==> config.mk <==
export PLATFORM = sky130hd
export DESIGN_NAME = bfa_ram
export DESIGN_NICKNAME = d
export VERILOG_FILES = /design/src/design/bfa_ram.sv
export SDC_FILE = /design/constraint.sdc
export NUM_CORES = 2
export LEC_CHECK = 0
export BUFFER_PORTS_ARGS = -buffer_cell sky130_fd_sc_hd__buf_2
export CORE_MARGIN = 4
export CORE_UTILIZATION = 55
export CTS_CLUSTER_DIAMETER = 100
export DETAILED_ROUTE_END_ITERATION = 8
export MAX_ROUTING_LAYER = met4
export PLACE_DENSITY = 0.71
export RECOVER_POWER = 50
export SYNTH_ARGS = -nofsm -noshare
export SYNTH_HDL_FRONTEND = slang
export SYNTH_SLANG_ARGS = --single-unit
==> constraint.sdc <==
create_clock -name clk -period 10.6 [get_ports clk]
set_input_delay 0.53 -clock clk [delete_from_list [all_inputs] [get_ports clk]]
set_output_delay 0.53 -clock clk [all_outputs]
set_load 0.02 [all_outputs]
==> src/design/bfa_ram.sv <==
// Generic single-write, single-read RAM with registered read data.
// No dependencies.

module bfa_ram #(
  parameter int WIDTH = 32,
  parameter int DEPTH = 128
) (
  input  logic                     clk,
  input  logic                     we,
  input  logic [$clog2(DEPTH)-1:0] waddr,
  input  logic [WIDTH-1:0]         wdata,
  input  logic [$clog2(DEPTH)-1:0] raddr,
  output logic [WIDTH-1:0]         rdata
);

  logic [WIDTH-1:0] mem [DEPTH];

  // Write port and registered read port
  always_ff @(posedge clk) begin
    if (we) begin
      mem[waddr] <= wdata;
    end
    rdata <= mem[raddr];
  end

endmodule

Yosys cells after proc, flatten, opt, wreduce, memory -nomap -nowiden
Memory sizes are Yosys's and may differ from the RTL's. A register that Yosys moved wholly into a read port is not among the register bits.
Index checks and enable logic that the tools add are counted.
{ "op_classes": {"mux": 2} }
{ "ops": {"columns": ["cell", "count"], "rows": [
  ["$mux 1", 2]
]} }
{ "totals": {"reg_bits": 0, "mem_bits_rw": 4096, "inputBits": 48, "out_inout_bits": 32, "elab_cells": 3, "mem_count": 1} }
{ "memory_table": {"columns": ["memory", "depth", "word_bits", "read_ports", "rd_ports_with_merged_regs", "write_ports", "line_no", "source"], "rows": [
  ["mem", 128, 32, 1, 1, 1, "16", "logic [WIDTH-1:0] mem [DEPTH];"]
]} }

Depth between registers and ports, before layout
{ "logic_depth": {"ltp_word": 2, "depth_mapped": 8, "depth_no_buf": 4} }

Worst setup path before layout
No wires, ideal clock.
{ "synth_path": {"kind": "in2reg", "start": "input we", "end": "memory mem[98][0], enable pin", "arrival_ns": 3.308, "required_ns": 10.139, "setup_slack_ns": 6.831, "cell_stages": 3, "n_path_buf": 1, "cell_sequence": "clkbuf_1 -> nand4_1 -> nor3_1"} }
{ "synth_between": {"elab_chain_len": 2} }
{ "synth_lines": {"columns": ["element", "line_no", "source"], "rows": [
  ["start, declared", "9", "input logic we,"],
  ["$mux 1", "20", "if (we) begin"],
  ["$mux 1 (implied by the code)", "21", "mem[waddr] <= wdata;"],
  ["end, declared", "16", null]
]} }
No other way between the ends.

Final worst setup path
{ "layout_path": {"start": "input wdata[31]", "end": "memory mem[9][31] (data pin)"} }
{ "layout_lines": {"columns": ["element", "line_no", "source"], "rows": [
  ["start, declared", "11", "input logic [WIDTH-1:0] wdata,"]
]} }
No word-level cell before the write port.

==> qor.yml <==
synth-warning-count: 0
initial_antenna_violation_count: 68
cts-buffers-inserted: 401
core_region_area_um2: 282500
tritoncts: "yes"
setup.reg_to_reg.worst_slack_ns: 7.84
synthCells: 5990
arrival_ns: 5.77
die_width_um: 541.0
remaining_drc_errors: 0
result_of_the_run: "complete, but fails checks"
post_route_setup_tns_ns: 0
drv.max_cap_violation_count: 74
die_height_um: 541.0
finClkSkew_ns: 0.05705
ioPinCount: 80
critPathKind: "input pin to register"
ant_nets: 0
violations_in_the_final_reports: "capacitance limit, slew limit"
min-delay-path-class: "input pin to register"
timing.final.hold_violations: 0
gp_routability_congestion: 0.8302
route.detailed.wl_per_inst_um: 39.30
setup_viol_count_final: 0
cp_slowest_stage_delay_ns: 3.68
grt_pass1_wl_um: 578900
routed-wl-met2_um: 198000
clock_insertion_delay_worst_skew_ns: 0.93
period_share_pct: 55.08
groute.usage.overall_pct: 29.51
worst-path-max-fanout: 98
crit_path_start_kind: "input pin"
initial_utilization_pct: 55.31
floorplan.rows: 195
syn-num-nets: 6038
root_buffer: "clkbuf_16"
drtIter0Drc: 12410
clkTransAtPathRegs_ns: 0.06
cts_buffer_depth: 4
worst_pin_slew_ns: 5.200
die_area_um2: 292700
final-max-slew-violation-count: 4333
type_of_destination_of_the_critical_path: "register"
avgSynthCellArea_um2: 26.09
cpMostUsedCell: "clkbuf_1"
critPathSlowestCell: "clkbuf_1"
synthToLayoutAreaGrowth_pct: 12.43
syn_area_um2: 156300
yosysSeqAreaShare_pct: 79.12
power.density_cell_area_nw_per_um2: 193.2
vias: 72290
n_fill_cell: 18250
wirelength_um: 415900
ys_ff_latch: 4128
highest-signal-layer: "met4"
power.ir.vdd_worst_mv: 0.1567
finalNetCount: 6419
grt_start_max_net_pins: 142
numClockSinks: 4128
crit_required_ns: 10.53
first_pass_iters: 6
timing.critical_path.cells: "dlygate4sd3_1 > clkbuf_1 > clkbuf_1"
post_route_cells_drive_above_1_share_pct: 33.88
portBuffers: 79
cts-htree-levels: 5
unrepaired_setup_endpoints_after_global_routing: "false"
globalRoute.totalOverflow: 0
place.detailed.hpwl_um: 221700
grt_pass1_vias: 72150
cellLeakagePower_nw: 53.49
number_of_distinct_standard_cells_referenced_by_the_synthesized_netlist: 17
max_slew_margin_pct: -246.7
vias_per_cell: 6.831
layout_min_cycle_time_ns: 5.839
wl_met3_um: 47340
timing.fmax_mhz: 171.3
met1_length_um: 145200
report.power.total_w: 0.03395
## per-layer routing
metal,vias up,global-route usage (%)
met5,-,-
met3,854,5.342
met2,5114,44.12
met1,39010,39.92
li1,27310,-
met4,0,14.73
## cells by family (layout without fill, tap and decap cells)
kind of cell | Yosys count | count (layout) | share of synthesized area, %
other | 0 | 136 | 0
multiplexers | 1376 | 1376 | 19.60
buffers and inverters | 316 | 1029 | 0.8391
flip-flops | 4128 | 4128 | 79.12
AND/OR/NAND/NOR | 170 | 170 | 0.4460
## cells in the mapped netlist
library cell,n,area share (%)
edfxtp_1,4096,79
mux4_2,1344,19
clkbuf_1,182,0.44
nor2_1,122,0.29
buf_2,79,0.25
buf_1,50,0.12
dfxtp_1,32,0.41
mux2_2,32,0.23
nand2_1,14,0.034
nand3_1,12,0.038
nor3_1,9,0.029
nor2b_1,7,0.028
buf_4,3,0.014
nand4_1,3,0.012
buf_6,2,0.014
nand2b_1,2,0.0080
or3_1,1,0.0040
## state kept, by name, summed over array words and instances, names as in the netlist
register,flops
mem,4096
rdata,32
## layout by cell type, fill, tap and decap left out
cell / instances
buf_12: 12
buf_2: 39
buf_4: 162
buf_6: 2
buf_8: 3
bufinv_16: 36
clkbuf_1: 154
clkbuf_16: 408
clkbuf_8: 14
clkinv_1: 87
clkinv_16: 2
clkinv_2: 78
clkinv_4: 1
clkinv_8: 4
clkinvlp_4: 11
dfxtp_1: 32
diode_2: 136
dlygate4sd3_1: 4
edfxtp_1: 4096
inv_16: 4
inv_6: 8
mux2_2: 32
mux4_2: 1344
nand2_1: 14
nand2b_1: 2
nand3_1: 12
nand4_1: 3
nor2_1: 20
nor2_4: 102
nor2b_1: 7
nor3_2: 9
or3_1: 1
## power by group
part	internal, W	switching [W]
combinational	0.000630	0.00107
sequential	0.0181	0.000124
clock	0.00804	0.00602
## through the flow
stage / instance area (µm²) / setup slack, ns / utilization, % / std cells / hold slack (ns)
2_1_floorplan: 156300 / 6.831 / - / 5990 / 0.6289
3_3_place_gp: 162900 / 5.573 / 57.65 / 9707 / 0.9330
3_5_place_dp: 162900 / 5.564 / 57.65 / 9707 / 0.9400
4_1_cts: 175800 / 6.527 / 62.22 / 10450 / 0.004069
5_1_grt: 175700 / 4.534 / 62.17 / 10570 / 0.3321
6_report: 175700 / 4.761 / 62.19 / 10580 / 0.3312
## layout make-up
cell class	instances	area, µm²	share of cell area, %
Antenna cell	136	340.3	0.1937
Timing Repair Buffer	294	2029	1.155
Multi-Input combinational cell	1546	32140	18.29
Tap cell	3743	4683	2.665
Clock buffer	504	10710	6.096
Clock inverter	231	2165	1.232
Sequential cell	4128	123600	70.37
## timing repair
item                                   4_1_cts  5_1_grt
endpoints found under the hold margin       63        0
hold buffers                                 4        0
buffers inserted                             0        0
resized for setup                            0        0
## worst paths after layout
| path | startpoint | endpoint | cells past startpoint |
|---|---|---|---|
| max reg2reg | mem[127][3]$_DFFE_PP_ | rdata[3]$_DFF_P_ | 4 |
| max | wdata[31] | mem[9][31]$_DFFE_PP_ | 3 |
| min | waddr[3] | mem[30][19]$_DFFE_PP_ | 3 |
| min reg2reg | mem[48][25]$_DFFE_PP_ | rdata[25]$_DFF_P_ | 4 |
## critical path, delay by kind of cell
family / cells / cell delay (ns)
buf+inv: 3 / 5.10
Note: power is estimated with default switching activity, not from simulation.
