<file path="src/design/bfa_pkg.sv">
// Shared constants, codes and types of the bitmap frame allocator.
// No dependencies; every other design file except bfa_ram imports this package.

package bfa_pkg;

  // Map geometry
  localparam int NUM_FRAMES = 4096;
  localparam int WORD_BITS  = 32;
  localparam int MAP_WORDS  = NUM_FRAMES / WORD_BITS;
  localparam int ADDR_W     = $clog2(MAP_WORDS);
  localparam int BIT_W      = $clog2(WORD_BITS);
  localparam int FRAME_W    = ADDR_W + BIT_W;
  localparam int WCNT_W     = $clog2(MAP_WORDS + 1);

  // Frame count register
  localparam int CNT_W = 13;

  // Request modes
  localparam logic MODE_ALLOC = 1'b0;
  localparam logic MODE_FREE  = 1'b1;

  typedef enum logic [1:0] {
    ST_OK       = 2'd0,
    ST_ALREADY  = 2'd1,
    ST_NO_FREE  = 2'd2,
    ST_BAD_FREE = 2'd3
  } status_t;

  typedef enum logic [2:0] {
    S_IDLE,
    S_SCAN,
    S_FREE_RD,
    S_FREE_MOD,
    S_WRITE,
    S_DONE
  } state_t;

  // Operand of the word unit
  typedef struct packed {
    logic [WORD_BITS-1:0] word;
    logic                 set_bit;
    logic [BIT_W-1:0]     bit_idx;
  } unit_req_t;

  // Result of the word unit
  typedef struct packed {
    logic                 full;
    logic [BIT_W-1:0]     free_idx;
    logic [WORD_BITS-1:0] word_upd;
  } unit_rsp_t;

  // Bitmap memory control
  typedef struct packed {
    logic                 we;
    logic [ADDR_W-1:0]    waddr;
    logic [WORD_BITS-1:0] wdata;
    logic [ADDR_W-1:0]    raddr;
  } ram_ctl_t;

endpackage

</file>
<file path="src/design/bfa_word_unit.sv">
// Shared bitmap word unit: full test, lowest-free-bit search, bit set/clear.
// Depends on bfa_pkg for the unit request and response types.

module bfa_word_unit (
  input  bfa_pkg::unit_req_t req,
  output bfa_pkg::unit_rsp_t rsp
);
  import bfa_pkg::*;

  logic [WORD_BITS-1:0] mask;

  // Select the addressed bit
  assign mask = {{(WORD_BITS-1){1'b0}}, 1'b1} << req.bit_idx;

  // Full word, lowest clear bit, and the word with the addressed bit set or cleared
  always_comb begin
    rsp.full     = &req.word;
    rsp.free_idx = '0;
    for (int j = WORD_BITS - 1; j >= 0; j--) begin
      if (!req.word[j]) begin
        rsp.free_idx = BIT_W'(j);
      end
    end
    rsp.word_upd = req.set_bit ? (req.word | mask) : (req.word & ~mask);
  end

endmodule

</file>
<file path="config.mk">
export PLATFORM = sky130hd
export DESIGN_NAME = bfa_word_unit
export DESIGN_NICKNAME = d
export VERILOG_FILES = /design/src/design/bfa_pkg.sv /design/src/design/bfa_word_unit.sv
export SDC_FILE = /design/constraint.sdc
export NUM_CORES = 1
export LEC_CHECK = 0
export ABC_AREA = 1
export BUFFER_PORTS_ARGS = -buffer_cell sky130_fd_sc_hd__buf_4
export CAP_MARGIN = 20
export CORE_MARGIN = 3
export CORE_UTILIZATION = 40
export DETAILED_ROUTE_END_ITERATION = 10
export GPL_ROUTABILITY_DRIVEN = 0
export GPL_TIMING_DRIVEN = 0
export PLACE_DENSITY_LB_ADDON = 0.05
export SYNTH_ARGS = -nofsm -noshare
export SYNTH_HDL_FRONTEND = slang
export SYNTH_SLANG_ARGS = --single-unit
</file>
<file path="constraint.sdc">
create_clock -name vclk -period 6
set_input_delay 1.2 -clock vclk [all_inputs]
set_output_delay 1.2 -clock vclk [all_outputs]
set_load 0.05 [all_outputs]
</file>
## Word-level counts from Yosys, hierarchy flattened

Cells that the tools add are included.

- Register bits after elaboration: 0
- Output and inout bits: 38
- Word-level logic and storage cells: 38

- Bitwise logic cells: 3
- Multiplexer cells: 33
- Reductions and logical operators: 1
- Shifts and indexed selects: 1

Operator list:

| operator | count |
|---|---|
| 5-bit two-way mux | 32 |
| 32-bit AND | 1 |
| 32-bit two-way mux | 1 |
| 32-bit inverter | 1 |
| 32-bit bitwise OR | 1 |
| 32-bit AND reduction | 1 |
| 1-bit by 5-bit left shift with 32-bit output (first input constant) | 1 |

## Logic depth before layout (Yosys ltp)

Gate-level depths: netlist of the first run.

- Depth in word-level cells: 32
- Gate-level depth with buffers: 31
- Mapped depth without buffers: 31

## Worst setup path before layout of the first run

No wires, ideal clock.

- Path type: input to output
- Start: in req[2] in the netlist's numbering
- End: out rsp[15] in the netlist's numbering
- Arrival: 3.072 ns
- Stages: 5
- Data required time: 4.800 ns
- Path slack: 1.728 ns
- Cell sequence: clkbuf_1 -> inv_1 -> nor3_1 -> nand3_1 -> o21ai_0

RTL lines:

| what | line | text |
|---|---|---|
| from (decl) | bfa_word_unit.sv:5 | `input bfa_pkg::unit_req_t req,` |
| to (decl) | bfa_word_unit.sv:6 | `output bfa_pkg::unit_rsp_t rsp` |

==> impl_results.md, run 1 <==
- Die width: 53.1 µm
- CP max FO: 4
- Slew @ Worst Pin: 576 ps
- Grt ovf: 0
- Final hold vios: 0
- PostCTS Resize Cnt: 0
- Height of the chip: approximately 53 µm
- Port-buffer cells: 75
- Synthesized area per cell: around 4.6 µm²
- Synth Cell Area: approximately 890 µm²
- Initial core utilization: a little over two fifths
- Initial antenna violation count: 0
- Die area: 2820 µm²
- Crit path capture type: primary output
- Final WL: 3530 µm
- Cell repeated most along the worst path: nand2_1
- # hold bufs at CTS: 0
- Library cells used by synthesis: 16
- Commonest non-fill, non-tap cells in the layout: buf_4 (75), nand2_1 (69), o21ai_0 (30), nand3_1 (27), inv_1 (15)
- Slowest-stage cell, CP: buf_4
- Share of cells above drive strength 1: 28.1%
- Slowest stage delay, CP: approximately 200 ps
- Synthesized instance count: 195
- Max_cap viols: 0
- Ys Warns: 0
- Seq_cells: 0
- WP buf/inv: 3
- Clock buffer count: 0
- Crit Path Class: in -> out
- Drt first-iter violations: 71
- WP data arrival: 3030 ps
- Commonest non-fill, non-tap cell in the layout: buf_4
- # IOs: between 70 and 80
- Core area: a little over 2000 µm²
- Pwr/cell area: slightly below 100 nW/µm²
- Row Count: 16
- Crit path launch type: input port
- Post-CTS Setup Inserts: 0
- Syn_nets: between 200 and 250
- FMAX: 236 MHz
- Dominant cell type by area after synthesis: nand2_1
- Vias/cell: ~5.3
- Global Route Usage Sum: 25.1%
- Setup_tns: 0 ps
- DP HPWL: between 2000 and 3000 µm
- Vias after detailed routing: ~1600
- Worst Hold Slack: ~2700 ps
- RSZ-0062 raised after global routing: no
- First-pass GRT wire length: 5490 µm
- Final Setup Violations: 0
- Fin crit share: between 70% and 80%
- Seq. cell area: 0 µm²
- Area growth from synthesis to layout: 67.2%
- Register area share after synthesis: 0%
- Peak supply drop: around 0.000068 V
- # DRC: 0
- Hold Path Class: in -> out
- Status: completed
- Final Max Tran Viols: 0
- Pleak: approximately 0.00077 µW
- Min Tclk post-route: about 4200 ps
- Rel. slew slack: about 61%
- ANT cells: 0
- Area contributors post-synth: nand2_1 (29%), o21ai_0 (17%), nand3_1 (15%), inv_1 (6.3%), o31ai_1 (5.9%)
- Largest net degree at the start of global routing: 11
- Post-route ant nets: 0
- Fillcell total: 194
- Initial DRT Pass Iterations: 4
- Post-DR wirelength/cell: roughly 12 µm
- Layout Nets: between 300 and 400
- Vias in the first global route: around 1300
- Post-synth top area share: 29.2%
- CP top delay family: simple AND/OR/NAND/NOR gates
- CP required: about 4800 ps
-- routing by layer --
metal	part of all wire (%)	wire length, µm	vias to the layer above	global-route usage (%)
met5	0	0	-	0
met4	0	0	0	2.13
met3	12	407	0	3.94
met2	47	1650	79	43.2
met1	42	1470	670	33.8
li1	-	-	830	-
-- power breakdown --
part / total, µW / internal [µW] / leakage (µW) / switching, µW
Clock: 0 / 0 / 0 / 0
Sequential: 0 / 0 / 0 / 0
Combinational: 146 / 48.4 / 0.000772 / 98.1
Total: 146 / 48.4 / 0.000772 / 98.1
-- area by class of cell --
cell class / instances / area [µm²] / share of cell area, %
buffer: 10 / 37.5 / 2.53
multi-input combinational: 170 / 795 / 53.5
tap: 27 / 33.8 / 2.27
timing repair buffer: 75 / 563 / 37.9
inverter: 15 / 56.3 / 3.79
-- kinds of logic after synthesis --
family                 synth area share (%)
and+or+nand+nor                        55.8
AOI/OAI and AO/OA                      33.7
buffers and inverters                  10.6
-- Yosys cell counts (all sizes together) --
library cell,n
a21boi,1
a21oi,8
a31oi,6
buf,2
clkbuf,8
inv,15
nand2,69
nand3,27
nand4,5
nor2,9
nor3,6
nor4,1
o21ai,30
o21bai,1
o31ai,7
-- worst paths after layout --
check               start       to  slack, ps  cells after the start
setup / recovery  req[37]  rsp[32]       1770                     33
hold / removal     req[7]  rsp[32]       2730                      3
-- through the flow --
stage          util [%]  total power, µW  setup WS [ps]  cell area [µm²]  instances
6_report           73.5              146           1770             1490        297
5_1_grt            73.5              158           1450             1490        297
4_1_cts            73.5              146           1760             1490        297
3_5_place_dp       73.5              146           1780             1490        297
3_3_place_gp       73.5              145           1810             1490        297
2_1_floorplan         -             89.1           1730              888        195
(Power assumes the default switching activity.)
==> run 2: changes to the inputs <==
Settings changed: ABC_AREA 1 to 0, CORE_UTILIZATION 40 to 38.
Clock period 6 ns to 3.8 ns, I/O delays scaled along.
==> run 2 against run 1 <==
Net effect: non-clock buffer count down 6; count of clock-buffer cells in the layout unchanged; sequential cell count unchanged; sequential share of layout area unchanged; critical endpoint is now rsp[8]; highest routed layer is now met4; area after synthesis increased by 7.3%; first-iteration DRC count decreased by 27%; hold slack got worse by 810 ps; global-route usage is 2.5 points lower; critical path depth is 27 lower; setup slack got worse by 880 ps.
==> impl_results.md, run 2 <==
- Met1 usage: 30.3% (-3.5 points)
- PostCTS Resize Cnt: 0 (unchanged)
- Clock buffer count: 0 (unchanged)
- Seq. cell area: 0 µm² (unchanged)
- Met3 Use GR: 1.39% (-2.6 points)
- CP required: 3040 ps (-1760 ps)
- Die width: 56.1 µm (+5.6%)
- Post-synth top area share: 30.7% (+1.6 points)
- Status: completed
- Fin crit share: 76.6%
- Synthesized instance count: 153 (-22%)
- Synthesized area per cell: 6.23 µm² (+37%)
- Commonest non-fill, non-tap cell in the layout: buf_4
- Total chip power: 229 µW (+56%)
- Slew @ Worst Pin: 414 ps (-161 ps)
- ANT cells: 0 (unchanged)
- Hold Path Class: in -> out
- Drt first-iter violations: 52 (-27%)
- Synth Cell Area: 953 µm² (+7.3%)
- Post-route ant nets: 0 (unchanged)
- Die area: 3150 µm² (+11%)
- Area growth from synthesis to layout: 61.9%
- Crit-path cells: clkbuf_2 > nor2_1 > nand2_1 > nor3_1 > mux2_1 > buf_4
- Clk network pwr share: 0% (unchanged)
- DP HPWL: 3170 µm (+7.4%)
- Global Route Usage Sum: 22.6% (-2.5 points)
- Commonest non-fill, non-tap cells in the layout: buf_4 (74), nand2_1 (28), mux2_2 (26), nor2_1 (20), nand4_1 (10)
- Vias in the first global route: 1325 (+3.9%)
- First-pass GRT wire length: 6030 µm (+9.8%)
- Crit Path Class: in -> out
- Crit path capture type: primary output
- Max_cap viols: 0 (unchanged)
- # IOs: 76 (unchanged)
- Final Setup Violations: 0 (unchanged)
- Dominant cell type by area after synthesis: mux2_2
- Layout Nets: 267 (-14%)
- Initial DRT Pass Iterations: 5 (+1)
- Top post-synthesis cells by count: nand2_1 (28), mux2_2 (26), nor2_1 (20)
- CP top delay family: simple AND/OR/NAND/NOR gates
- Sw frac: 64.4% (-2.5 points)
- Initial core utilization: 41.5% (-2.4 points)
- Most common cell in the netlist: nand2_1
- Slowest-stage cell, CP: mux2_1
- Switch Pwr: 147 µW (+50%)
- Pwr/cell area: 148 nW/µm² (+50%)
- Final Max Tran Viols: 0 (unchanged)
- Post-DR wirelength/cell: 14.9 µm (+26%)
- FMAX: approximately 340 MHz
- Register area share after synthesis: 0% (unchanged)
- Syn_nets: 191 (-18%)
- Largest net degree at the start of global routing: 11 (unchanged)
- Final WL: 3800 µm (+7.8%)
- Share of cells above drive strength 1: 48.9% (+21 points)
- Library cells used by synthesis: 32 (+16)
- RSZ-0062 raised after global routing: no
- Comb power frac: 100.0% (about the same)
- Setup_tns: 0 ps (unchanged)
- WP buf/inv: 2 (-1)
- Min Tclk post-route: ~2900 ps
- Row Count: 17 (+1)
- Peak supply drop: 0.0000908 V (+33%)
- Port-buffer cells: 74 (-1.3%)
- Internal: 81.4 µW (+68%)
- Vias after detailed routing: 1423 (-9.9%)
- Post-CTS Setup Inserts: 0 (unchanged)
- # hold bufs at CTS: 0 (unchanged)
- Final hold vios: 0 (unchanged)
- Grt ovf: 0 (unchanged)
- Rel. slew slack: 72.4% (+11 points)
- CP max FO: 8 (+4)
- Crit path launch type: input port
- Routing usage on met2: 40.9% (-2.3 points)
- Height of the chip: 56.1 µm (+5.6%)
- Pleak: 0.000671 µW (-13%)
- Area contributors post-synth: mux2_2 (31%), nand2_1 (11%), nor2_1 (7.9%), nand4_1 (6.6%), nand3_1 (4.7%)
- Seq_cells: 0 (unchanged)
- Slowest stage delay, CP: 350 ps (+150 ps)
- WP data arrival: 2150 ps (-880 ps)
- Sequential share of power: 0% (unchanged)
- # DRC: 0 (unchanged)
- Gr busiest metal: met2
- Core area: 2300 µm² (+14%)
- Vias/cell: 5.58 (+5.0%)
- Initial antenna violation count: 0 (unchanged)
- Ys Warns: 0 (unchanged)
run 2: path summary, 6_finish.rpt:
check	from	endpoint	depth (start not counted)
worst max-delay path	req[1]	rsp[8]	6
worst min-delay path	req[29]	rsp[23]	3
run 2: layout make-up:
type / count / area [µm²]
multi-input cells: 141 / 906
fillers: 218 / 753
repair buffers: 74 / 556
well taps: 28 / 35.0
inverters: 7 / 26.3
plain buffers: 5 / 21.3
run 2: power groups by stage:
stage / Clock (µW) / Sequential [µW] / Combinational (µW)
after CTS: 0 / 0 / 228
after detailed placement: 0 / 0 / 227
after global routing: 0 / 0 / 241
final: 0 / 0 / 229
after global placement: 0 / 0 / 224
after floorplan: 0 / 0 / 136
run 2: tightest hold or removal path, cell delays in order:
cell	delay (ps)
buf_4	100
mux2_1	120
buf_4	190
run 2: kinds of logic (layout without fill, tap and decap cells):
| kind of cell | after synthesis | in the layout | synth area share (%) |
|---|---|---|---|
| AND/OR/NAND/NOR | 84 | 84 | 42.3 |
| multiplexers | 29 | 29 | 34.3 |
| AO/OA/AOI/OAI | 28 | 28 | 18.5 |
| buffers and inverters | 12 | 86 | 4.99 |
run 2: through the flow:
step / setup slack, ps / instance area, µm² / instances / hold WS [ps] / util (%)
after floorplan: 211 / 953 / 153 / 1760 / -
after global placement: 932 / 1540 / 255 / 1930 / 67.2
after detailed placement: 924 / 1540 / 255 / 1930 / 67.2
after CTS: 927 / 1540 / 255 / 1930 / 67.2
after global routing: 771 / 1540 / 255 / 1940 / 67.2
final: 888 / 1540 / 255 / 1930 / 67.2
run 2: metal layers:
| metal | share of wire [%] | up-vias |
|---|---|---|
| li1 | - | 710 |
| met1 | 44 | 640 |
| met2 | 49 | 71 |
| met3 | 7.2 | 2 |
| met4 | 0.39 | 0 |
| met5 | 0 | - |
