### src/design/bfa_pkg.sv
// Shared constants, codes and types of the bitmap frame allocator.
// No dependencies; every other design file except bfa_ram imports this package.

package bfa_pkg;

  // Map geometry
  localparam int NUM_FRAMES = 4096;
  localparam int WORD_BITS  = 32;
  localparam int MAP_WORDS  = NUM_FRAMES / WORD_BITS;
  localparam int ADDR_W     = $clog2(MAP_WORDS);
  localparam int BIT_W      = $clog2(WORD_BITS);
  localparam int FRAME_W    = ADDR_W + BIT_W;
  localparam int WCNT_W     = $clog2(MAP_WORDS + 1);

  // Frame count register
  localparam int CNT_W = 13;

  // Request modes
  localparam logic MODE_ALLOC = 1'b0;
  localparam logic MODE_FREE  = 1'b1;

  typedef enum logic [1:0] {
    ST_OK       = 2'd0,
    ST_ALREADY  = 2'd1,
    ST_NO_FREE  = 2'd2,
    ST_BAD_FREE = 2'd3
  } status_t;

  typedef enum logic [2:0] {
    S_IDLE,
    S_SCAN,
    S_FREE_RD,
    S_FREE_MOD,
    S_WRITE,
    S_DONE
  } state_t;

  // Operand of the word unit
  typedef struct packed {
    logic [WORD_BITS-1:0] word;
    logic                 set_bit;
    logic [BIT_W-1:0]     bit_idx;
  } unit_req_t;

  // Result of the word unit
  typedef struct packed {
    logic                 full;
    logic [BIT_W-1:0]     free_idx;
    logic [WORD_BITS-1:0] word_upd;
  } unit_rsp_t;

  // Bitmap memory control
  typedef struct packed {
    logic                 we;
    logic [ADDR_W-1:0]    waddr;
    logic [WORD_BITS-1:0] wdata;
    logic [ADDR_W-1:0]    raddr;
  } ram_ctl_t;

endpackage

### src/design/bfa_req_if.sv
// Request channel of the frame allocator: valid/ready plus one request item.
// Depends on bfa_pkg for field widths.

interface bfa_req_if;
  import bfa_pkg::*;

  logic               valid;
  logic               ready;
  logic               mode;
  logic [FRAME_W-1:0] page_frame;
  logic               user_bit;
  logic               write_bit;

  modport source (output valid, mode, page_frame, user_bit, write_bit, input ready);
  modport sink   (input valid, mode, page_frame, user_bit, write_bit, output ready);
endinterface

### src/design/bfa_rsp_if.sv
// Response channel of the frame allocator: valid/ready plus one result item.
// Depends on bfa_pkg for field widths.

interface bfa_rsp_if;
  import bfa_pkg::*;

  logic               valid;
  logic               ready;
  logic [1:0]         status;
  logic [FRAME_W-1:0] frame_out;
  logic               present;
  logic               user_out;
  logic               write_out;

  modport source (output valid, status, frame_out, present, user_out, write_out,
                  input ready);
  modport sink   (input valid, status, frame_out, present, user_out, write_out,
                  output ready);
endinterface

### src/design/bfa_ctrl.sv
// Sequencer of the frame allocator: request decode, word scan, bitmap update
// and result register. Depends on bfa_pkg and the request/response interfaces.

module bfa_ctrl (
  input  logic                       clk,
  input  logic                       rst,
  bfa_req_if.sink                    req,
  bfa_rsp_if.source                  rsp,
  input  logic [bfa_pkg::WCNT_W-1:0] words,
  input  logic [bfa_pkg::WORD_BITS-1:0] ram_rdata,
  output bfa_pkg::ram_ctl_t          ram_ctl,
  output bfa_pkg::unit_req_t         unit_req,
  input  bfa_pkg::unit_rsp_t         unit_rsp
);
  import bfa_pkg::*;

  state_t state, state_next;

  logic [MAP_WORDS-1:0] word_valid;
  logic                 rd_word_valid;
  logic [WORD_BITS-1:0] live_word;

  logic [WCNT_W-1:0]    rd_idx;
  logic                 chk_valid;
  logic [ADDR_W-1:0]    chk_idx;
  logic                 issue;
  logic                 chk_last;
  logic                 hit;

  logic [FRAME_W-1:0]   pf;
  logic                 user;
  logic                 wrb;
  logic [WORD_BITS-1:0] hit_word;
  logic [BIT_W-1:0]     hit_idx;
  logic [ADDR_W-1:0]    hit_addr;

  status_t              res_status;
  logic [FRAME_W-1:0]   res_frame;
  logic                 res_present;
  logic                 res_user;
  logic                 res_write;

  logic                 accept;
  logic                 out_load;

  assign req.ready = (state == S_IDLE);
  assign accept    = req.valid && req.ready;
  assign out_load  = (state == S_DONE) && (!rsp.valid || rsp.ready);

  // Never-written words read as free
  assign live_word = rd_word_valid ? ram_rdata : '0;

  assign issue    = (rd_idx < words);
  assign chk_last = (WCNT_W'(chk_idx) == (words - WCNT_W'(1)));
  assign hit      = chk_valid && !unit_rsp.full;

  // Next state
  always_comb begin
    state_next = state;
    unique case (state)
      S_IDLE: begin
        if (req.valid) begin
          if (req.mode == MODE_FREE) begin
            state_next = (req.page_frame == '0) ? S_DONE : S_FREE_RD;
          end else if (req.page_frame != '0 || words == '0) begin
            state_next = S_DONE;
          end else begin
            state_next = S_SCAN;
          end
        end
      end
      S_SCAN: begin
        if (hit) begin
          state_next = S_WRITE;
        end else if (chk_valid && chk_last) begin
          state_next = S_DONE;
        end
      end
      S_FREE_RD:  state_next = S_FREE_MOD;
      S_FREE_MOD: state_next = S_DONE;
      S_WRITE:    state_next = S_DONE;
      S_DONE: begin
        if (!rsp.valid || rsp.ready) begin
          state_next = S_IDLE;
        end
      end
      default:    state_next = S_IDLE;
    endcase
  end

  // Memory and word unit controls
  always_comb begin
    ram_ctl.we       = 1'b0;
    ram_ctl.waddr    = pf[FRAME_W-1:BIT_W];
    ram_ctl.wdata    = unit_rsp.word_upd;
    ram_ctl.raddr    = rd_idx[ADDR_W-1:0];
    unit_req.word    = live_word;
    unit_req.set_bit = 1'b0;
    unit_req.bit_idx = pf[BIT_W-1:0];
    unique case (state)
      S_FREE_RD: begin
        ram_ctl.raddr = pf[FRAME_W-1:BIT_W];
      end
      S_FREE_MOD: begin
        ram_ctl.we = 1'b1;
      end
      S_WRITE: begin
        unit_req.word    = hit_word;
        unit_req.set_bit = 1'b1;
        unit_req.bit_idx = hit_idx;
        ram_ctl.we       = 1'b1;
        ram_ctl.waddr    = hit_addr;
      end
      default: ;
    endcase
  end

  // Control registers
  always_ff @(posedge clk) begin
    if (rst) begin
      state      <= S_IDLE;
      rsp.valid  <= 1'b0;
      word_valid <= '0;
      chk_valid  <= 1'b0;
      rd_idx     <= '0;
    end else begin
      state <= state_next;
      if (ram_ctl.we) begin
        word_valid[ram_ctl.waddr] <= 1'b1;
      end
      // Advance the scan: one read issued and one word checked per cycle
      if (accept) begin
        rd_idx    <= '0;
        chk_valid <= 1'b0;
      end else if (state == S_SCAN) begin
        if (issue) begin
          rd_idx <= rd_idx + WCNT_W'(1);
        end
        chk_valid <= issue;
      end
      // Load the next result, else drop the current one once taken
      if (out_load) begin
        rsp.valid <= 1'b1;
      end else if (rsp.valid && rsp.ready) begin
        rsp.valid <= 1'b0;
      end
    end
  end

  // Payload registers
  always_ff @(posedge clk) begin
    rd_word_valid <= word_valid[ram_ctl.raddr];
    if (state == S_SCAN) begin
      chk_idx <= rd_idx[ADDR_W-1:0];
    end
    if (accept) begin
      pf          <= req.page_frame;
      user        <= req.user_bit;
      wrb         <= req.write_bit;
      res_frame   <= (req.mode == MODE_ALLOC) ? req.page_frame : '0;
      res_present <= 1'b0;
      res_user    <= 1'b0;
      res_write   <= 1'b0;
      if (req.mode == MODE_FREE) begin
        res_status <= ST_BAD_FREE;
      end else if (req.page_frame != '0) begin
        res_status <= ST_ALREADY;
      end else begin
        res_status <= ST_NO_FREE;
      end
    end
    // Hold the first word with a clear bit
    if (state == S_SCAN && hit) begin
      hit_word <= live_word;
      hit_idx  <= unit_rsp.free_idx;
      hit_addr <= chk_idx;
    end
    if (state == S_FREE_MOD) begin
      res_status <= ST_OK;
    end
    if (state == S_WRITE) begin
      res_status  <= ST_OK;
      res_frame   <= {hit_addr, hit_idx};
      res_present <= 1'b1;
      res_user    <= user;
      res_write   <= wrb;
    end
    if (out_load) begin
      rsp.status    <= res_status;
      rsp.frame_out <= res_frame;
      rsp.present   <= res_present;
      rsp.user_out  <= res_user;
      rsp.write_out <= res_write;
    end
  end

endmodule

### src/flat_wrapper.sv
// flat-port wrapper written by rule: the top's interface ports become plain ports
module bfa_ctrl_flat import bfa_pkg::*;
  (clk, rst, words, ram_rdata, ram_ctl, unit_req, unit_rsp, req_valid, req_mode, req_page_frame, req_user_bit, req_write_bit, req_ready, rsp_valid, rsp_status, rsp_frame_out, rsp_present, rsp_user_out, rsp_write_out, rsp_ready);
  bfa_req_if req_i ();
  bfa_rsp_if rsp_i ();
  input  logic clk;
  input  logic rst;
  input  logic [bfa_pkg::WCNT_W-1:0] words;
  input  logic [bfa_pkg::WORD_BITS-1:0] ram_rdata;
  output bfa_pkg::ram_ctl_t ram_ctl;
  output bfa_pkg::unit_req_t unit_req;
  input  bfa_pkg::unit_rsp_t unit_rsp;
  input wire logic [$bits(req_i.valid)-1:0] req_valid;
  input wire logic [$bits(req_i.mode)-1:0] req_mode;
  input wire logic [$bits(req_i.page_frame)-1:0] req_page_frame;
  input wire logic [$bits(req_i.user_bit)-1:0] req_user_bit;
  input wire logic [$bits(req_i.write_bit)-1:0] req_write_bit;
  output wire logic [$bits(req_i.ready)-1:0] req_ready;
  output wire logic [$bits(rsp_i.valid)-1:0] rsp_valid;
  output wire logic [$bits(rsp_i.status)-1:0] rsp_status;
  output wire logic [$bits(rsp_i.frame_out)-1:0] rsp_frame_out;
  output wire logic [$bits(rsp_i.present)-1:0] rsp_present;
  output wire logic [$bits(rsp_i.user_out)-1:0] rsp_user_out;
  output wire logic [$bits(rsp_i.write_out)-1:0] rsp_write_out;
  input wire logic [$bits(rsp_i.ready)-1:0] rsp_ready;
  assign req_i.valid = req_valid;
  assign req_i.mode = req_mode;
  assign req_i.page_frame = req_page_frame;
  assign req_i.user_bit = req_user_bit;
  assign req_i.write_bit = req_write_bit;
  assign req_ready = req_i.ready;
  assign rsp_valid = rsp_i.valid;
  assign rsp_status = rsp_i.status;
  assign rsp_frame_out = rsp_i.frame_out;
  assign rsp_present = rsp_i.present;
  assign rsp_user_out = rsp_i.user_out;
  assign rsp_write_out = rsp_i.write_out;
  assign rsp_i.ready = rsp_ready;
  bfa_ctrl u_core (.clk(clk), .rst(rst), .req(req_i), .rsp(rsp_i), .words(words), .ram_rdata(ram_rdata), .ram_ctl(ram_ctl), .unit_req(unit_req), .unit_rsp(unit_rsp));
endmodule
### config.mk
export PLATFORM = sky130hd
export DESIGN_NAME = bfa_ctrl_flat
export DESIGN_NICKNAME = d
export VERILOG_FILES = /design/src/design/bfa_pkg.sv /design/src/design/bfa_req_if.sv /design/src/design/bfa_rsp_if.sv /design/src/design/bfa_ctrl.sv /design/src/flat_wrapper.sv
export SDC_FILE = /design/constraint.sdc
export NUM_CORES = 1
export LEC_CHECK = 0
export BUFFER_PORTS_ARGS = -buffer_cell sky130_fd_sc_hd__buf_2
export CORE_AREA = 2 2 142 144
export DETAILED_ROUTE_END_ITERATION = 16
export DIE_AREA = 0 0 144 146
export HOLD_SLACK_MARGIN = 0.08
export PLACE_DENSITY = 0.81
export SLEW_MARGIN = 20
export SYNTH_ARGS = -nofsm -noshare
export SYNTH_HDL_FRONTEND = slang
export SYNTH_SLANG_ARGS = --single-unit
### constraint.sdc
create_clock -name clk -period 4.6 [get_ports clk]
set_input_delay 0.92 -clock clk [delete_from_list [all_inputs] [get_ports clk]]
set_output_delay 0.92 -clock clk [all_outputs]
set_load 0.02 [all_outputs]
Word level (Yosys, flattened, before mapping)
Index checks and enable logic that the tools add are counted.
{"block": "totals", "reg_bits": 241, "in_bits": 97, "wordCells": 87}
{"block": "op_classes", "n_addsub": 2, "magnitude_cmp": 4, "n_eq_ne": 9, "n_mux": 27, "bitwise": 1, "n_reduce_logical": 21}
{"cell": "$or A128 B128 Y128", "count": 1}
{"cell": "$mux W38", "count": 1}
{"cell": "$mux W12", "count": 3}
{"cell": "$mux W32", "count": 1}
{"cell": "$mux W3", "count": 7}
{"cell": "$lt A7 B8 Y1 const B", "count": 2}
{"cell": "$pmux W3 S5", "count": 1}
{"cell": "$mux W7", "count": 2}
{"cell": "$logic_not A12 Y1", "count": 1}
{"cell": "$reduce_bool A12 Y1", "count": 1}
{"cell": "$add A8 B1 Y8 const B", "count": 1}
{"cell": "$eq A7 B8 Y1", "count": 1}
{"cell": "$logic_not A8 Y1", "count": 1}
{"cell": "$lt A8 B8 Y1", "count": 1}
{"cell": "$mux W1", "count": 8}
{"cell": "$sub A8 B1 Y8 const B", "count": 1}
{"cell": "$bmux W1 S7", "count": 1}
{"cell": "$demux W1 S7", "count": 1}
{"cell": "$ge A7 B1 Y1 const B", "count": 1}
{"cell": "$logic_and A1 B1 Y1", "count": 7}
{"cell": "$eq A3 B2 Y1 const B", "count": 2}
{"cell": "$eq A3 B3 Y1 const B", "count": 2}
{"cell": "$mux W2", "count": 2}
{"cell": "$ne A2 B2 Y1 const B", "count": 2}
{"cell": "other kinds (9)", "count": 13}

Longest topological paths before layout
Gate-level depths: netlist of run 1.
{"block": "depth", "depth_word": 7, "mapped_depth": 13}

Worst setup path before layout of run 1
Ideal clock, no wire load.
{"block": "synth_path", "path_type": "input -> register", "start": "input port unit_rsp[37] in the netlist's numbering", "end": "register u_core.hit_addr[0] (enable)", "arrival_time_ns": 2.919, "slack_ns": 1.236, "path_stages": 2, "path_buffers": 0, "path_cell_list": "nand2b_1 > nor2_1"}
{"block": "synth_between", "elab_chain_cells": 3}
{"item": "start, declared", "line_no": "flat_wrapper.sv:12", "text": "input bfa_pkg::unit_rsp_t unit_rsp;"}
{"item": "$logic_not A1 Y1", "line_no": "bfa_ctrl.sv:55", "text": "assign hit = chk_valid && !unit_rsp.full;"}
{"item": "$logic_and A1 B1 Y1", "line_no": "bfa_ctrl.sv:55"}
{"item": "$logic_and A1 B1 Y1", "line_no": "bfa_ctrl.sv:173", "text": "if (state == S_SCAN && hit) begin"}
{"item": "end signal, assigned", "line_no": "bfa_ctrl.sv:176", "text": "hit_addr <= chk_idx;"}
{"item": "end, declared", "line_no": "bfa_ctrl.sv:35", "text": "logic [ADDR_W-1:0] hit_addr;"}
Every way passes these cells.
A chain may end at the register's enable or synchronous reset.

==> impl_metrics.py, run 1 <==
metrics = {
    "cts": {
        "cts_buffer_depth": 3,
        "worstSkewPairLatency_ns": 0.51,
        "postCtsSetupRepairBufs": 0,
        "root_buffer": "clkbuf_16",
        "cts_tree": "done",
        "clock-sinks": 241,
        "holdBufCountCts": 0,
        "cts-htree-levels": 1,
        "cts_buffers": 25,
        "clk_pin_slew_ns": 0.06,
        "post_cts_resized": 0,
    },
    "global_route": {
        "grt_pass1_wl_um": 40600,
        "grt_pass1_vias": 7869,
        "track_usage": 0.241,
        "grt_util_met2": 0.389,
        "met3_usage": 0.0480,
        "grt_overflow": 0,
        "busiest_layer": "met2",
        "grt_max_degree": 69,
        "antenna_found_initial": 0,
        "grt.met1_usage": 0.332,
    },
    "synthesis": {
        "syn_nets": 1171,
        "syn_inst": 1064,
        "synth_ff_type": "dfxtp_1",
        "yosysTopAreaCellShare": 0.275,
        "synth_cell_types": 59,
        "synth-seq-area-share": 0.548,
        "yosysWarnings": 0,
        "synth_common_cells": "nor2_1 (172), a21oi_1 (152), dfxtp_1 (145)",
        "yosys.area.top_type": "dfxtp_1",
        "synth-async-reset-ratio": 0,
        "ys_ff_latch": 241,
        "synth_area_mm2": 0.0106,
        "yosysMostFrequentCell": "nor2_1",
        "yosys-top-cells-area": "dfxtp_1 (28%), edfxtp_1 (27%), a21oi_1 (7.2%), nor2_1 (6.1%), nand2_1 (4.2%)",
        "synth_enable_flop_cells": 96,
        "avgSynthCellArea_um2": 9.92,
    },
    "sta": {
        "setup_viol": 0,
        "min_period_over_period": 0.833,
        "finClkSkew_ns": 0.0107,
        "max_slew.worst_pin.slew_ns": 1.17,
        "rsz0062_at_grt": "no",
        "slew_viol_final": 0,
        "hold_violations": 0,
        "tns_ns": 0,
        "fin_crit_ns": 3.83,
        "relSlewSlack": 0.209,
        "max_clock_freq_mhz": 261,
    },
    "route": {
        "drt-initial-drc-count": 899,
        "first_pass_iters": 5,
        "ant_nets": 0,
        "drc": 0,
        "wl_um": 26600,
        "viasPerCell": 5.77,
        "wl_per_cell_um": 18.4,
        "vias": 8310,
    },
    "setup_path": {
        "cp.arrival_ns": 2.91,
        "worstSetupPathType": "reg2out",
        "start_kind": "flip-flop",
        "cp-end-kind": "primary output",
        "reg2reg_slack_ns": 1.23,
        "worstPathMaxFanout": 40,
        "crit_required_ns": 3.68,
    },
    "floorplan": {
        "row_count": 51,
        "initial_core_util": 0.546,
        "fp.dieW_um": 144,
        "dieArea_mm2": 0.0210,
        "ios": 201,
        "core_mm2": 0.0193,
        "dieHeight_um": 146,
    },
    "cells_and_area": {
        "drive_gt1_frac": 0.212,
        "antenna_cells": 0,
        "layout.nets": 1265,
        "fin_util": 0.624,
        "area_growth_pct": 14.3,
    },
    "placed_design": {
        "io_buffers": 136,
        "gp_congestion": 0.871,
        "dpl.hpwl_um": 17500,
    },
    "power_and_ir_drop": {
        "vdd.ir_drop.worst_v": 0.000269,
        "leakage_nw": 4.79,
        "power_density_mw_per_mm2": 537,
    },
    "min_path": {
        "hp-class": "reg2reg",
    },
    "job": {
        "maxCapViolCount": 0,
    },
    "run_status": {
        "status": "finished clean",
    },
}
stage by stage:
step / instance area [µm²] / setup slack, ns / instances / power [mW] / hold WS, ns
final: 12100 / 0.767 / 1441 / 6.48 / 0.411
after floorplan: 10600 / 1.24 / 1064 / 3.97 / 0.400
after global placement: 11200 / 1.36 / 1395 / 4.40 / 0.401
after CTS: 12000 / 0.779 / 1440 / 6.48 / 0.414
after global routing: 12100 / 0.647 / 1441 / 6.75 / 0.426
after detailed placement: 11200 / 1.30 / 1395 / 4.44 / 0.405
layout by cell type, fill, tap and decap left out, types with 12 or more instances in the layout:
cell       instances
nand2_1          119
nor2_1           171
inv_1             22
o21ai_0           12
edfxtp_1          96
a21oi_1          152
buf_2            135
nand3_1           23
mux2i_1           21
buf_4             17
dfxtp_1          145
clkbuf_16         25
mux2_2            34
and2_1            33
registers in the layout (all words and copies together) (netlist names), 2 cells and up:
signal                flops
u_core.chk_idx            7
u_core.res_status         2
u_core.rd_idx             8
u_core.state              3
u_core.word_valid       128
u_core.hit_idx            5
u_core.pf                12
u_core.hit_addr           7
u_core.res_frame         12
u_core.rsp.status         2
u_core.hit_word          32
u_core.rsp.frame_out     12
final cells by class:
class	count	area, µm²
Tap cell	265	332
Fill cell	1578	7270
Inverter	24	92.6
Timing Repair Buffer	153	823
Multi-Input combinational cell	713	4180
Clock inverter	11	138
Clock buffer	34	709
Sequential cell	241	5790
final timing paths:
path / from / endpoint / depth (start not counted)
max: u_core.state[1] / ram_ctl[0] / 4
min: u_core.res_frame[1] / u_core.rsp.frame_out[1] / 0
max reg2reg: u_core.state[1] / u_core.rd_word_valid / 9
min reg2reg: u_core.res_frame[1] / u_core.rsp.frame_out[1] / 0
per-layer routing:
layer | part of all wire | vias to the layer above
met5 | 0 | -
met4 | 0.020 | 0
met3 | 0.10 | 47
met2 | 0.46 | 454
met1 | 0.42 | 3932
li1 | - | 3877
where the power goes:
part	internal [mW]	switching, mW	leakage (nW)
Clock	1.25	0.801	0.420
Sequential	2.51	0.154	2.07
Combinational	0.569	1.20	2.30
worst max-delay path, cell delays in order, from the launching register on:
cell and delay, ns:
dfxtp_1 0.44, nor3b_4 0.34, mux2i_4 0.89, inv_4 0.42, buf_2 0.30
kinds of logic after synthesis:
logic type | after synthesis | synth area share
simple gates | 405 | 0.171
flops | 241 | 0.548
compound gates | 218 | 0.117
buf+inv | 110 | 0.0573
mux | 69 | 0.0852
xor+xnor | 11 | 0.00913
fa+ha+maj | 10 | 0.0119
Power figures use the tool's default switching activity.
==> run 2, diff against run 1 <==
Clock period 4.6 ns to 3.8 ns, I/O delays scaled along.
==> run 2 against run 1 <==
Against the previous run:
- critical path type unchanged
- die area unchanged
- clock power is 16% higher
- register-to-register slack got worse by 0.47 ns
- combinational power grew 22%
==> impl_metrics.py, run 2 (synthesis results as in run 1) <==
metrics = {
    "run_status": {
        "status": "finished clean",
    },
    "global_route": {
        "grt_overflow": 0,
        "track_usage": 0.246,
        "grt_max_degree": 78,
        "antenna_found_initial": 1,
        "grt_pass1_wl_um": 41200,
        "grt_pass1_vias": 7869,
    },
    "sta": {
        "rsz0062_at_grt": "no",
        "min_period_over_period": 0.901,
        "hold_violations": 0,
        "setup_viol": 0,
        "finClkSkew_ns": 0.0165,
        "tns_ns": 0,
        "slew_viol_final": 0,
        "relSlewSlack": 0.329,
        "fin_crit_ns": 3.42,
        "max_clock_freq_mhz": 292,
        "holdWs_ns": 0.420,
        "max_slew.worst_pin.slew_ns": 0.996,
    },
    "setup_path": {
        "r2r-end": "u_core.rd_word_valid",
        "r2r-start": "u_core.state[1]",
        "cp-end-kind": "primary output",
        "worstPathMaxFanout": 21,
        "start_kind": "flip-flop",
        "cp.arrival_ns": 2.66,
        "worstSetupPathType": "reg2out",
        "crit_required_ns": 3.04,
        "reg2reg_slack_ns": 0.76,
        "worst-r2r-cell-count": 8,
    },
    "floorplan": {
        "ios": 201,
        "initial_core_util": 0.546,
        "dieArea_mm2": 0.0210,
        "dieHeight_um": 146,
        "core_mm2": 0.0193,
        "fp.dieW_um": 144,
        "row_count": 51,
    },
    "cts": {
        "cts-htree-levels": 1,
        "cts_buffer_depth": 3,
        "postCtsSetupRepairBufs": 0,
        "clock-sinks": 241,
        "root_buffer": "clkbuf_16",
        "cts_buffers": 25,
        "post_cts_resized": 0,
        "holdBufCountCts": 0,
        "clk_pin_slew_ns": 0.06,
        "worstSkewPairLatency_ns": 0.51,
        "cts_tree": "done",
    },
    "route": {
        "top_layer": "met4",
        "ant_nets": 0,
        "first_pass_iters": 5,
        "wl_met3_um": 2840,
        "drt-initial-drc-count": 740,
        "wl_per_cell_um": 18.4,
        "m1WireLength_um": 10900,
        "drc": 0,
        "route.met2.wl_um": 12200,
        "vias": 8295,
        "wl_um": 26500,
        "viasPerCell": 5.75,
    },
    "min_path": {
        "min_from": "u_core.res_frame[1]",
        "hp-class": "reg2reg",
        "holdPathStages": 0,
        "holdPathEnd": "u_core.rsp.frame_out[1]",
    },
    "cells_and_area": {
        "final_cell_mix": "nor2_1 (171), a21oi_1 (152), dfxtp_1 (145), buf_2 (135), nand2_1 (119)",
        "layout_commonest_cell": "nor2_1",
        "area_growth_pct": 14.0,
        "largest_reg_flops": 128,
        "layout.nets": 1265,
        "largest_register": "u_core.word_valid",
        "drive_gt1_frac": 0.212,
        "largest_registers": "u_core.word_valid x128, u_core.hit_word x32",
    },
    "power_and_ir_drop": {
        "power_density_mw_per_mm2": 644,
        "power.internal_mw": 5.15,
        "vdd.ir_drop.worst_v": 0.000330,
        "power_frac_comb": 0.277,
        "leakage_nw": 4.78,
        "p_sw_frac": 0.335,
        "netSwitchingPower_mw": 2.60,
        "p_clk_frac": 0.306,
        "seqPwrFrac": 0.418,
    },
    "job": {
        "maxCapViolCount": 0,
    },
    "placed_design": {
        "io_buffers": 136,
        "gp_congestion": 0.860,
        "dpl.hpwl_um": 17500,
    },
}
## run 2: cell types whose count changed in the layout (fill, tap and decap cells not counted), sizes merged
cell	change
clkbuf	+1
diode	+1
inv	-1
bufinv	-1
clkinvlp	+1
## run 2: through the flow
step | power (mW) | util | setup WS [ns] | instance area [µm²] | cells
CTS | 7.77 | 0.622 | 0.423 | 12000 | 1441
global placement | 5.33 | 0.581 | 0.947 | 11200 | 1396
finish | 7.75 | 0.622 | 0.376 | 12000 | 1442
detailed placement | 5.39 | 0.581 | 0.863 | 11200 | 1396
global route | 8.09 | 0.622 | 0.255 | 12000 | 1441
floorplan | 4.80 | - | 0.460 | 10600 | 1064
## run 2: layer usage
| layer | up-vias | GRT usage |
|---|---|---|
| li1 | 3890 | - |
| met5 | - | 0 |
| met3 | 53 | 0.0609 |
| met2 | 431 | 0.402 |
| met4 | 0 | 0.0721 |
| met1 | 3921 | 0.325 |
## run 2: critical path: stages (launching register included)
cell     delay, ns
dfxtp_1       0.45
nor3b_4       0.46
buf_4         0.32
mux2i_1       0.49
inv_1         0.20
buf_2         0.22
## run 2: layout make-up
| cell class | count | area [µm²] |
|---|---|---|
| Inverter | 24 | 92.6 |
| Fill cell | 1573 | 7310 |
| Timing Repair Buffer | 153 | 836 |
| Clock buffer | 35 | 696 |
| Antenna cell | 1 | 2.50 |
| Multi-Input combinational cell | 713 | 4180 |
| Tap cell | 265 | 332 |
| Sequential cell | 241 | 5790 |
| Clock inverter | 10 | 101 |
## run 2: power by group through the flow
stage,Combinational [mW],Sequential [mW],Clock [mW]
after detailed placement,2.11,3.28,0
after CTS,2.13,3.23,2.40
after floorplan,1.60,3.20,0
final,2.14,3.23,2.37
after global routing,2.32,3.26,2.51
after global placement,2.07,3.27,0
## run 2: worst max path at each step
stage                                from                    to  cells after the start
after CTS                 u_core.state[1]            ram_ctl[6]                      5
final                     u_core.state[1]            ram_ctl[6]                      5
after floorplan           u_core.state[2]    u_core.hit_addr[0]                      3
after global routing      u_core.state[1]            ram_ctl[6]                      5
after detailed placement  u_core.state[1]  u_core.rd_word_valid                      8
after global placement    u_core.state[1]  u_core.rd_word_valid                      8
